==> src/oaids_pkg.sv <==
// shared types, codes and field widths for the ordered array block
// no dependencies; imported by oaids_seq and the top level module in src

package oaids_pkg;

    // default sizing handed down from the top level
    localparam int DEF_CAPACITY   = 32;
    localparam int DEF_DATA_WIDTH = 32;

    // fixed field widths of the stream beats
    localparam int OP_W      = 2;
    localparam int POS_W     = 6;
    localparam int VALUE_W   = 32;
    localparam int STATUS_W  = 2;
    localparam int FIDX_W    = 5;
    localparam int COUNT_W   = 6;
    localparam int S_TDATA_W = 40;
    localparam int M_TDATA_W = 16;

    typedef enum logic [OP_W-1:0] {
        OP_INSERT,
        OP_DELETE,
        OP_SEARCH
    } op_t;

    typedef enum logic [STATUS_W-1:0] {
        STAT_OK,
        STAT_BAD_POS,
        STAT_FULL,
        STAT_MISS
    } status_t;

    typedef enum logic [1:0] {
        ST_IDLE,
        ST_SHIFT,
        ST_SEARCH,
        ST_DONE
    } state_t;

    typedef struct packed {
        status_t             status;
        logic [FIDX_W-1:0]   found_index;
        logic [COUNT_W-1:0]  count;
    } res_t;

endpackage

==> src/oaids_ram.sv <==
// single-port-write, single-port-read entry store with registered read data
// no package dependency

module oaids_ram #(
    parameter int DEPTH = 32,
    parameter int WIDTH = 32
) (
    input  logic                     aclk,
    input  logic                     wr_en,
    input  logic [$clog2(DEPTH)-1:0] wr_addr,
    input  logic [WIDTH-1:0]         wr_data,
    input  logic                     rd_en,
    input  logic [$clog2(DEPTH)-1:0] rd_addr,
    output logic [WIDTH-1:0]         rd_data
);

    logic [WIDTH-1:0] mem [DEPTH];

    always_ff @(posedge aclk) begin
        if (wr_en) begin
            mem[wr_addr] <= wr_data;
        end
    end

    always_ff @(posedge aclk) begin
        if (rd_en) begin
            rd_data <= mem[rd_addr];
        end
    end

endmodule

==> src/oaids_seq.sv <==
// sequencer: checks each request, walks the store for shifts and searches,
// keeps the live count; depends on oaids_pkg and drives oaids_ram

module oaids_seq #(
    parameter int CAPACITY   = 32,
    parameter int DATA_WIDTH = 32
) (
    input  logic                        aclk,
    input  logic                        aresetn,
    input  logic                        in_valid,
    output logic                        in_ready,
    input  logic [oaids_pkg::OP_W-1:0]  in_op,
    input  logic [oaids_pkg::POS_W-1:0] in_pos,
    input  logic [DATA_WIDTH-1:0]       in_word,
    output logic                        res_valid,
    input  logic                        res_ready,
    output oaids_pkg::res_t             res,
    output logic                        wr_en,
    output logic [$clog2(CAPACITY)-1:0] wr_addr,
    output logic [DATA_WIDTH-1:0]       wr_data,
    output logic                        rd_en,
    output logic [$clog2(CAPACITY)-1:0] rd_addr,
    input  logic [DATA_WIDTH-1:0]       rd_data
);

    import oaids_pkg::*;

    localparam int AW = $clog2(CAPACITY);
    localparam int CW = $clog2(CAPACITY + 1);
    localparam int PW = (CW > POS_W) ? CW : POS_W;

    state_t                state_reg, state_next;
    op_t                   op_reg, op_next;
    logic [AW-1:0]         pos_reg, pos_next;
    logic [DATA_WIDTH-1:0] word_reg, word_next;
    logic [CW-1:0]         count_reg, count_next;
    logic [AW-1:0]         ptr_reg, ptr_next;
    logic [AW-1:0]         last_reg, last_next;
    logic [AW-1:0]         wa_reg, wa_next;
    logic                  reading_reg, reading_next;
    logic                  pend_reg, pend_next;
    res_t                  res_reg, res_next;

    op_t           op_in;
    logic [PW-1:0] pos_x;
    logic [PW-1:0] cnt_x;
    logic          accept;
    logic          ins_bad;
    logic          ins_full;
    logic          del_bad;
    logic          go_shift;
    logic          go_search;
    logic          shift_fin;
    logic          hit;
    logic          miss;
    logic          going_up;

    assign op_in     = op_t'(in_op);
    assign pos_x     = PW'(in_pos);
    assign cnt_x     = PW'(count_reg);
    assign accept    = (state_reg == ST_IDLE) && in_valid;
    assign ins_bad   = pos_x > cnt_x;
    assign ins_full  = cnt_x == PW'(CAPACITY);
    assign del_bad   = pos_x >= cnt_x;
    assign go_shift  = accept && (((op_in == OP_INSERT) && !ins_bad && !ins_full)
                                  || ((op_in == OP_DELETE) && !del_bad));
    assign go_search = accept && (op_in == OP_SEARCH) && (count_reg != '0);
    assign shift_fin = (state_reg == ST_SHIFT) && !reading_reg && !pend_reg;
    assign hit       = (state_reg == ST_SEARCH) && pend_reg && (rd_data == word_reg);
    assign miss      = (state_reg == ST_SEARCH) && !reading_reg && !pend_reg;
    assign going_up  = op_reg == OP_INSERT;

    assign in_ready  = state_reg == ST_IDLE;
    assign res_valid = state_reg == ST_DONE;
    assign res       = res_reg;

    // next state
    always_comb begin
        state_next = state_reg;
        case (state_reg)
            ST_IDLE: begin
                if (go_shift) begin
                    state_next = ST_SHIFT;
                end else if (go_search) begin
                    state_next = ST_SEARCH;
                end else if (accept) begin
                    state_next = ST_DONE;
                end
            end
            ST_SHIFT: begin
                if (shift_fin) begin
                    state_next = ST_DONE;
                end
            end
            ST_SEARCH: begin
                if (hit || miss) begin
                    state_next = ST_DONE;
                end
            end
            ST_DONE: begin
                if (res_ready) begin
                    state_next = ST_IDLE;
                end
            end
            default: state_next = ST_IDLE;
        endcase
    end

    // datapath and memory control
    always_comb begin
        op_next      = op_reg;
        pos_next     = pos_reg;
        word_next    = word_reg;
        count_next   = count_reg;
        ptr_next     = ptr_reg;
        last_next    = last_reg;
        wa_next      = wa_reg;
        reading_next = reading_reg;
        pend_next    = 1'b0;
        res_next     = res_reg;
        rd_en        = 1'b0;
        rd_addr      = ptr_reg;
        wr_en        = 1'b0;
        wr_addr      = wa_reg;
        wr_data      = rd_data;

        case (state_reg)
            ST_IDLE: begin
                if (accept) begin
                    op_next      = op_in;
                    pos_next     = AW'(in_pos);
                    word_next    = in_word;
                    reading_next = 1'b0;
                    res_next.found_index = '0;
                    res_next.count       = COUNT_W'(count_reg);
                    res_next.status      = STAT_OK;
                    case (op_in)
                        OP_INSERT: begin
                            // walk down from the top live entry to the slot
                            ptr_next     = AW'(count_reg - CW'(1));
                            last_next    = AW'(in_pos);
                            reading_next = pos_x != cnt_x;
                            if (ins_bad) begin
                                res_next.status = STAT_BAD_POS;
                            end else if (ins_full) begin
                                res_next.status = STAT_FULL;
                            end
                        end
                        OP_DELETE: begin
                            // walk up from the slot above the removed one
                            ptr_next     = AW'(in_pos) + AW'(1);
                            last_next    = AW'(count_reg - CW'(1));
                            reading_next = (pos_x + PW'(1)) != cnt_x;
                            if (del_bad) begin
                                res_next.status = STAT_BAD_POS;
                            end
                        end
                        OP_SEARCH: begin
                            ptr_next     = '0;
                            last_next    = AW'(count_reg - CW'(1));
                            reading_next = count_reg != '0;
                            if (count_reg == '0) begin
                                res_next.status = STAT_MISS;
                            end
                        end
                        default: begin
                            res_next.status = STAT_BAD_POS;
                        end
                    endcase
                end
            end
            ST_SHIFT: begin
                rd_en     = reading_reg;
                pend_next = reading_reg;
                if (reading_reg) begin
                    wa_next = going_up ? ptr_reg + AW'(1) : ptr_reg - AW'(1);
                    if (ptr_reg == last_reg) begin
                        reading_next = 1'b0;
                    end else begin
                        ptr_next = going_up ? ptr_reg - AW'(1) : ptr_reg + AW'(1);
                    end
                end
                if (pend_reg) begin
                    wr_en = 1'b1;
                end else if (!reading_reg) begin
                    if (going_up) begin
                        wr_en      = 1'b1;
                        wr_addr    = pos_reg;
                        wr_data    = word_reg;
                        count_next = count_reg + CW'(1);
                    end else begin
                        count_next = count_reg - CW'(1);
                    end
                    res_next.status      = STAT_OK;
                    res_next.found_index = '0;
                    res_next.count       = COUNT_W'(count_next);
                end
            end
            ST_SEARCH: begin
                if (hit) begin
                    res_next.status      = STAT_OK;
                    res_next.found_index = FIDX_W'(wa_reg);
                    res_next.count       = COUNT_W'(count_reg);
                end else if (miss) begin
                    res_next.status      = STAT_MISS;
                    res_next.found_index = '0;
                    res_next.count       = COUNT_W'(count_reg);
                end else begin
                    rd_en     = reading_reg;
                    pend_next = reading_reg;
                    if (reading_reg) begin
                        wa_next = ptr_reg;
                        if (ptr_reg == last_reg) begin
                            reading_next = 1'b0;
                        end else begin
                            ptr_next = ptr_reg + AW'(1);
                        end
                    end
                end
            end
            ST_DONE: begin
            end
            default: begin
            end
        endcase
    end

    always_ff @(posedge aclk) begin
        if (!aresetn) begin
            state_reg   <= ST_IDLE;
            count_reg   <= '0;
            reading_reg <= 1'b0;
            pend_reg    <= 1'b0;
        end else begin
            state_reg   <= state_next;
            count_reg   <= count_next;
            reading_reg <= reading_next;
            pend_reg    <= pend_next;
        end
    end

    always_ff @(posedge aclk) begin
        op_reg   <= op_next;
        pos_reg  <= pos_next;
        word_reg <= word_next;
        ptr_reg  <= ptr_next;
        last_reg <= last_next;
        wa_reg   <= wa_next;
        res_reg  <= res_next;
    end

endmodule

==> src/ordered_array_insert_delete_search.sv <==
// top level of the ordered array block: stream ports, field packing, output stage
// depends on oaids_pkg, oaids_seq and oaids_ram
//
// usage
//   s_ channel: one request beat = operation, position and value; every request
//   gives exactly one result beat on the m_ channel (status, found index, count)
//   the list lives in a synchronous memory with registered read data; insert and
//   delete move the entries above the position one slot per cycle, search reads
//   one entry a cycle; a rejected request or a search of an empty list goes
//   straight to its result without touching the store
//   one request is worked on at a time; s_tready rises again once the result has
//   gone into the output register
//   the output register holds a finished result while m_tready is low, so the
//   next request is taken and worked on meanwhile; it then waits for the slot
//   reset (aresetn low, synchronous) empties the list and drops both valids; the
//   store itself is not cleared, as only entries below the count are ever read

module ordered_array_insert_delete_search #(
    parameter int CAPACITY   = oaids_pkg::DEF_CAPACITY,
    parameter int DATA_WIDTH = oaids_pkg::DEF_DATA_WIDTH
) (
    input  logic                                aclk,
    input  logic                                aresetn,
    // request beat
    input  logic                                s_tvalid,
    output logic                                s_tready,
    // [1:0] operation, [7:2] position, [39:8] value
    input  logic [oaids_pkg::S_TDATA_W-1:0]     s_tdata,
    // result beat
    output logic                                m_tvalid,
    input  logic                                m_tready,
    // [1:0] status, [6:2] found_index, [12:7] count, [15:13] zero
    output logic [oaids_pkg::M_TDATA_W-1:0]     m_tdata
);

    import oaids_pkg::*;

    localparam int AW = $clog2(CAPACITY);

    // unpacked request fields
    logic [OP_W-1:0]         s_operation;
    logic [POS_W-1:0]        s_position;
    logic signed [VALUE_W-1:0] s_value;
    logic [DATA_WIDTH-1:0]   s_word;

    // sequencer result handshake
    logic res_valid;
    logic res_ready;
    res_t res;

    // store access
    logic                  wr_en;
    logic [AW-1:0]         wr_addr;
    logic [DATA_WIDTH-1:0] wr_data;
    logic                  rd_en;
    logic [AW-1:0]         rd_addr;
    logic [DATA_WIDTH-1:0] rd_data;

    // output register
    logic                 m_tvalid_reg, m_tvalid_next;
    logic [M_TDATA_W-1:0] m_tdata_reg, m_tdata_next;

    assign s_operation = s_tdata[1:0];
    assign s_position  = s_tdata[7:2];
    assign s_value     = s_tdata[39:8];
    // sign-extend or trim the value to the stored word width
    assign s_word      = DATA_WIDTH'(s_value);

    oaids_seq #(
        .CAPACITY   (CAPACITY),
        .DATA_WIDTH (DATA_WIDTH)
    ) u_seq (
        .aclk      (aclk),
        .aresetn   (aresetn),
        .in_valid  (s_tvalid),
        .in_ready  (s_tready),
        .in_op     (s_operation),
        .in_pos    (s_position),
        .in_word   (s_word),
        .res_valid (res_valid),
        .res_ready (res_ready),
        .res       (res),
        .wr_en     (wr_en),
        .wr_addr   (wr_addr),
        .wr_data   (wr_data),
        .rd_en     (rd_en),
        .rd_addr   (rd_addr),
        .rd_data   (rd_data)
    );

    oaids_ram #(
        .DEPTH (CAPACITY),
        .WIDTH (DATA_WIDTH)
    ) u_ram (
        .aclk    (aclk),
        .wr_en   (wr_en),
        .wr_addr (wr_addr),
        .wr_data (wr_data),
        .rd_en   (rd_en),
        .rd_addr (rd_addr),
        .rd_data (rd_data)
    );

    // the output slot is free when empty or being drained this cycle
    assign res_ready = !m_tvalid_reg || m_tready;

    always_comb begin
        m_tvalid_next = m_tvalid_reg;
        m_tdata_next  = m_tdata_reg;
        if (res_valid && res_ready) begin
            m_tvalid_next = 1'b1;
            m_tdata_next  = {3'b000, res.count, res.found_index, res.status};
        end else if (m_tready) begin
            m_tvalid_next = 1'b0;
        end
    end

    always_ff @(posedge aclk) begin
        if (!aresetn) begin
            m_tvalid_reg <= 1'b0;
        end else begin
            m_tvalid_reg <= m_tvalid_next;
        end
    end

    always_ff @(posedge aclk) begin
        m_tdata_reg <= m_tdata_next;
    end

    assign m_tvalid = m_tvalid_reg;
    assign m_tdata  = m_tdata_reg;

    // one request at a time: no new beat right after one was taken
    a_one_at_a_time: assert property (@(posedge aclk) disable iff (!aresetn)
        s_tvalid && s_tready |=> !s_tready)
        else $error("request taken while previous one still in progress");

    // a finished result blocks new requests until it reaches the output stage
    a_no_take_while_pending: assert property (@(posedge aclk) disable iff (!aresetn)
        res_valid |-> !s_tready)
        else $error("request ready while a result is pending");

    // only a successful search carries a non-zero index
    a_index_zero: assert property (@(posedge aclk) disable iff (!aresetn)
        res_valid && (res.status != STAT_OK) |-> (res.found_index == '0))
        else $error("non-zero index on a failed operation");

    // a handed-over result shows up on the result channel next cycle
    a_result_lands: assert property (@(posedge aclk) disable iff (!aresetn)
        res_valid && res_ready |=> m_tvalid)
        else $error("result lost between sequencer and output stage");

endmodule

==> config.mk <==
export PLATFORM = sky130hd
export DESIGN_NAME = ordered_array_insert_delete_search
export DESIGN_NICKNAME = d
export VERILOG_FILES = /design/src/oaids_pkg.sv /design/src/oaids_ram.sv /design/src/oaids_seq.sv /design/src/ordered_array_insert_delete_search.sv
export SDC_FILE = /design/constraint.sdc
export NUM_CORES = 1
export LEC_CHECK = 0
export ABC_CLOCK_PERIOD_IN_PS = 5200
export BUFFER_PORTS_ARGS = -buffer_cell sky130_fd_sc_hd__buf_2
export CORE_MARGIN = 2
export CORE_UTILIZATION = 65
export DETAILED_ROUTE_END_ITERATION = 10
export HOLD_SLACK_MARGIN = 0.06
export PLACE_DENSITY = 0.92
export SLEW_MARGIN = 10
export SYNTH_ARGS = -nofsm -noshare
export SYNTH_HDL_FRONTEND = slang
export SYNTH_SLANG_ARGS = --single-unit
==> constraint.sdc <==
create_clock -name aclk -period 5.2 [get_ports aclk]
set_clock_uncertainty 0.05 [all_clocks]
set_input_delay 1.04 -clock aclk [delete_from_list [all_inputs] [get_ports aclk]]
set_output_delay 1.04 -clock aclk [all_outputs]
set_load 0.005 [all_outputs]
==> flow_summary.yaml <==
outcome:
  status: "complete, no violations"
layout:
  drive_gt1_share_pct: 31.32
  seq_area_um2: 34330
  nNetsFinal: 2164
  postLayoutCellArea_um2: 50400
  area_delta_synth_final_pct: 12.06
  largest_reg_flops: 1024
  multi_input_area_um2: 10370
  fill_cells: 3415
global_route:
  grt_pass1_vias: 23230
  grt_overflow: 0
  track_usage_pct: 35.59
  grt_max_degree: 65
  grt_pass1_wl_um: 174700
  antenna_found_initial: 4
critical_path:
  crit_fanout: 42
  rrSetupSlack_ps: 760
  critPathLaunchType: "flip-flop"
  crit_family: "simple AND/OR/NAND/NOR gates"
  path_cells: "inv_1, ha_1, nand3_2, buf_4, mux2i_1, nand2_1, nor2_4"
  critPathRequiredTime_ps: 5420
  crit_buf_inv: 2
  crit_type: "reg -> reg"
  critical-path-max-stage-delay_ps: 1080
  cp_slowest_cell: "nor2_4"
  critPathArrivalTime_ps: 4670
  cp-end-kind: "flip-flop"
hold_path:
  hold_class: "reg -> reg"
clock_tree:
  h-tree-depth: 3
  clk_pin_slew_ps: 60
  cts_buffers: 108
  cts_sinks: 1147
  cts_root_buf: "clkbuf_16"
  cts_max_path_buffers: 3
  cts_setup_buffers: 0
  hold_buffers: 0
  cts-resized-gates: 0
  cts_tree: "yes"
  insertion_delay_ps: 700
timing:
  finalCriticalPeriod_ps: 4444
  worstMarginPinSlew_ps: 1388
  finalSetupViolations: 0
  fmax_ghz: 0.2250
  fin_ws_ps: 756.3
  rsz0062_at_grt: "no"
  finalHoldViolCount: 0
  max_slew_margin_pct: 7.468
  fin_setup_tns_ps: 0
  drv_slew: 0
  finalCritPeriodShare_pct: 85.46
die:
  initial_utilization_pct: 65.58
  die_x_um: 267.1
  fp-row-count: 96
  ioPinCount: 62
  dieArea_um2: 71320
  core_area_um2: 68590
  die_height_um: 267.1
detailed_routing:
  viasPerCell: 7.523
  ant_nets: 0
  drtIter0Drc: 4516
  drt-wirelength-per-cell_um: 40.19
  wirelength_um: 125400
  firstDrtPassIters: 8
  drc: 0
  dr_total_vias: 23480
synthesis:
  yosysMostFrequentCell: "edfxtp_1"
  syn-instance-count: 1983
  synth_edf_count: 1136
  yosysSeqAreaShare_pct: 76.33
  synth_common_cells: "1136 x edfxtp_1, 321 x mux4_2, 65 x clkbuf_1, 65 x mux2_2, 52 x nor2_1"
  syn-cell-area_um2: 44980
  synth_top_family_by_area: "multiplexers"
  synth_mux_area_share_pct: 17.88
  yosysWarnings: 0
  synthSimpleGateAreaFrac_pct: 1.744
  yosysTopAreaCell: "edfxtp_1"
  avgSynthCellArea_um2: 22.68
  synth-compound-area-share_pct: 1.177
  synth.top_cell.area_share_pct: 75.84
  yosys.area_share.adder_pct: 0.5564
  netlist_top_cells_area: "edfxtp_1 76%, mux4_2 16%, mux2_2 1.6%"
  synthFlopType: "edfxtp_1"
  synth_seq_cells: 1147
  async_flop_share_pct: 0
  synthXorXnorAreaFrac_pct: 1.110
  synth_cell_type_count: 50
placement:
  port_buffers: 58
  dpl_cell_area_um2: 46820
  finalWeightedCongestion: 0.8876
  place_ws_ps: 1030
  dp_hpwl_um: 66070
power_and_ir_drop:
  switching_share_pct: 30.96
  powerDensity_nw_per_um2: 538.6
  power_switching_uw: 8405
  power.internal_uw: 18740
  clkPwrFrac_pct: 28.7
  max-vdd-ir-drop_mv: 0.3705
  p_leak_uw: 0.01575
  p_seq_share_pct: 41.9
  p_comb_share_pct: 29.5
  p_total_uw: 27150
job:
  drv_cap: 0
area by class of cell:
cell class	instances	area share, %
flip-flops and latches	1147	68.12
multi-input cells	718	20.57
clock buffers	131	5.660
well taps	931	2.311
repair buffers	106	2.120
clock inverters	66	1.062
inverters	19	0.1415
diodes	3	0.01489
power groups by stage:
stage	Clock (µW)	Sequential (µW)	Combinational, µW
after floorplan	0	11300	5360
after global placement	0	11500	7160
after detailed placement	0	11500	7530
after CTS	7760	11300	7810
after global routing	8080	11400	8200
final	7790	11400	8000
metal layers:
metal  vias to the layer above  part of all wire (%)  GRT usage (%)
met5                         -                0.0072              0
met3                       452                    14          8.735
met2                      2538                    49          56.77
met1                     11910                    32          47.50
met4                         2                   5.7          16.13
li1                       8576                     -              -
per-stage QoR:
stage	hold slack, ps	util, %	std cells
6_report	369.4	73.49	3121
5_1_grt	370.3	73.48	3118
4_1_cts	367.9	73.20	3110
3_5_place_dp	354.5	68.26	2913
3_3_place_gp	352.3	68.26	2913
2_1_floorplan	350.3	-	1985
cell families (layout without fill, tap and decap cells):
| family | Yosys count | after routing |
|---|---|---|
| xor+xnor | 57 | 57 |
| flops | 1147 | 1147 |
| fa+ha+maj | 20 | 20 |
| buf+inv | 120 | 322 |
| mux | 394 | 394 |
| compound gates | 82 | 82 |
| simple gates | 162 | 162 |
| other cells | 1 | 6 |
path summary, 6_finish.rpt:
kind / from / to / depth (start not counted)
worst max register to register: u_seq.state_reg[1] / u_ram.mem[6][13] / 7
worst max-delay path: u_seq.state_reg[1] / u_ram.mem[6][13] / 7
worst min-delay path: u_seq.res[12] / m_tdata[1] / 0
worst min register to register: u_seq.res[12] / m_tdata[1] / 0
cells in the final DEF (no fill, tap or decap), types with 5 or more instances in the layout:
cell type,netlist,routed
a21oi_1,20,20
nand4_1,12,12
edfxtp_1,1136,1136
clkinv_2,0,25
nor2_1,52,19
mux4_2,321,321
mux2i_1,8,8
clkinv_1,1,26
nor3_1,5,5
nand3_1,15,14
o22ai_1,7,7
o21ai_0,20,20
inv_1,18,18
clkbuf_16,0,111
buf_4,12,17
buf_12,0,27
dfxtp_1,11,11
bufinv_16,0,7
nor3b_1,5,5
nand2_1,36,36
xor2_1,12,12
clkbuf_1,65,20
buf_2,14,58
nor2_4,0,33
mux2_2,65,65
ha_1,20,20
a21boi_0,7,7
and3_1,9,9
xnor2_1,45,45
a32o_1,5,5
Power figures use the tool's default switching activity.
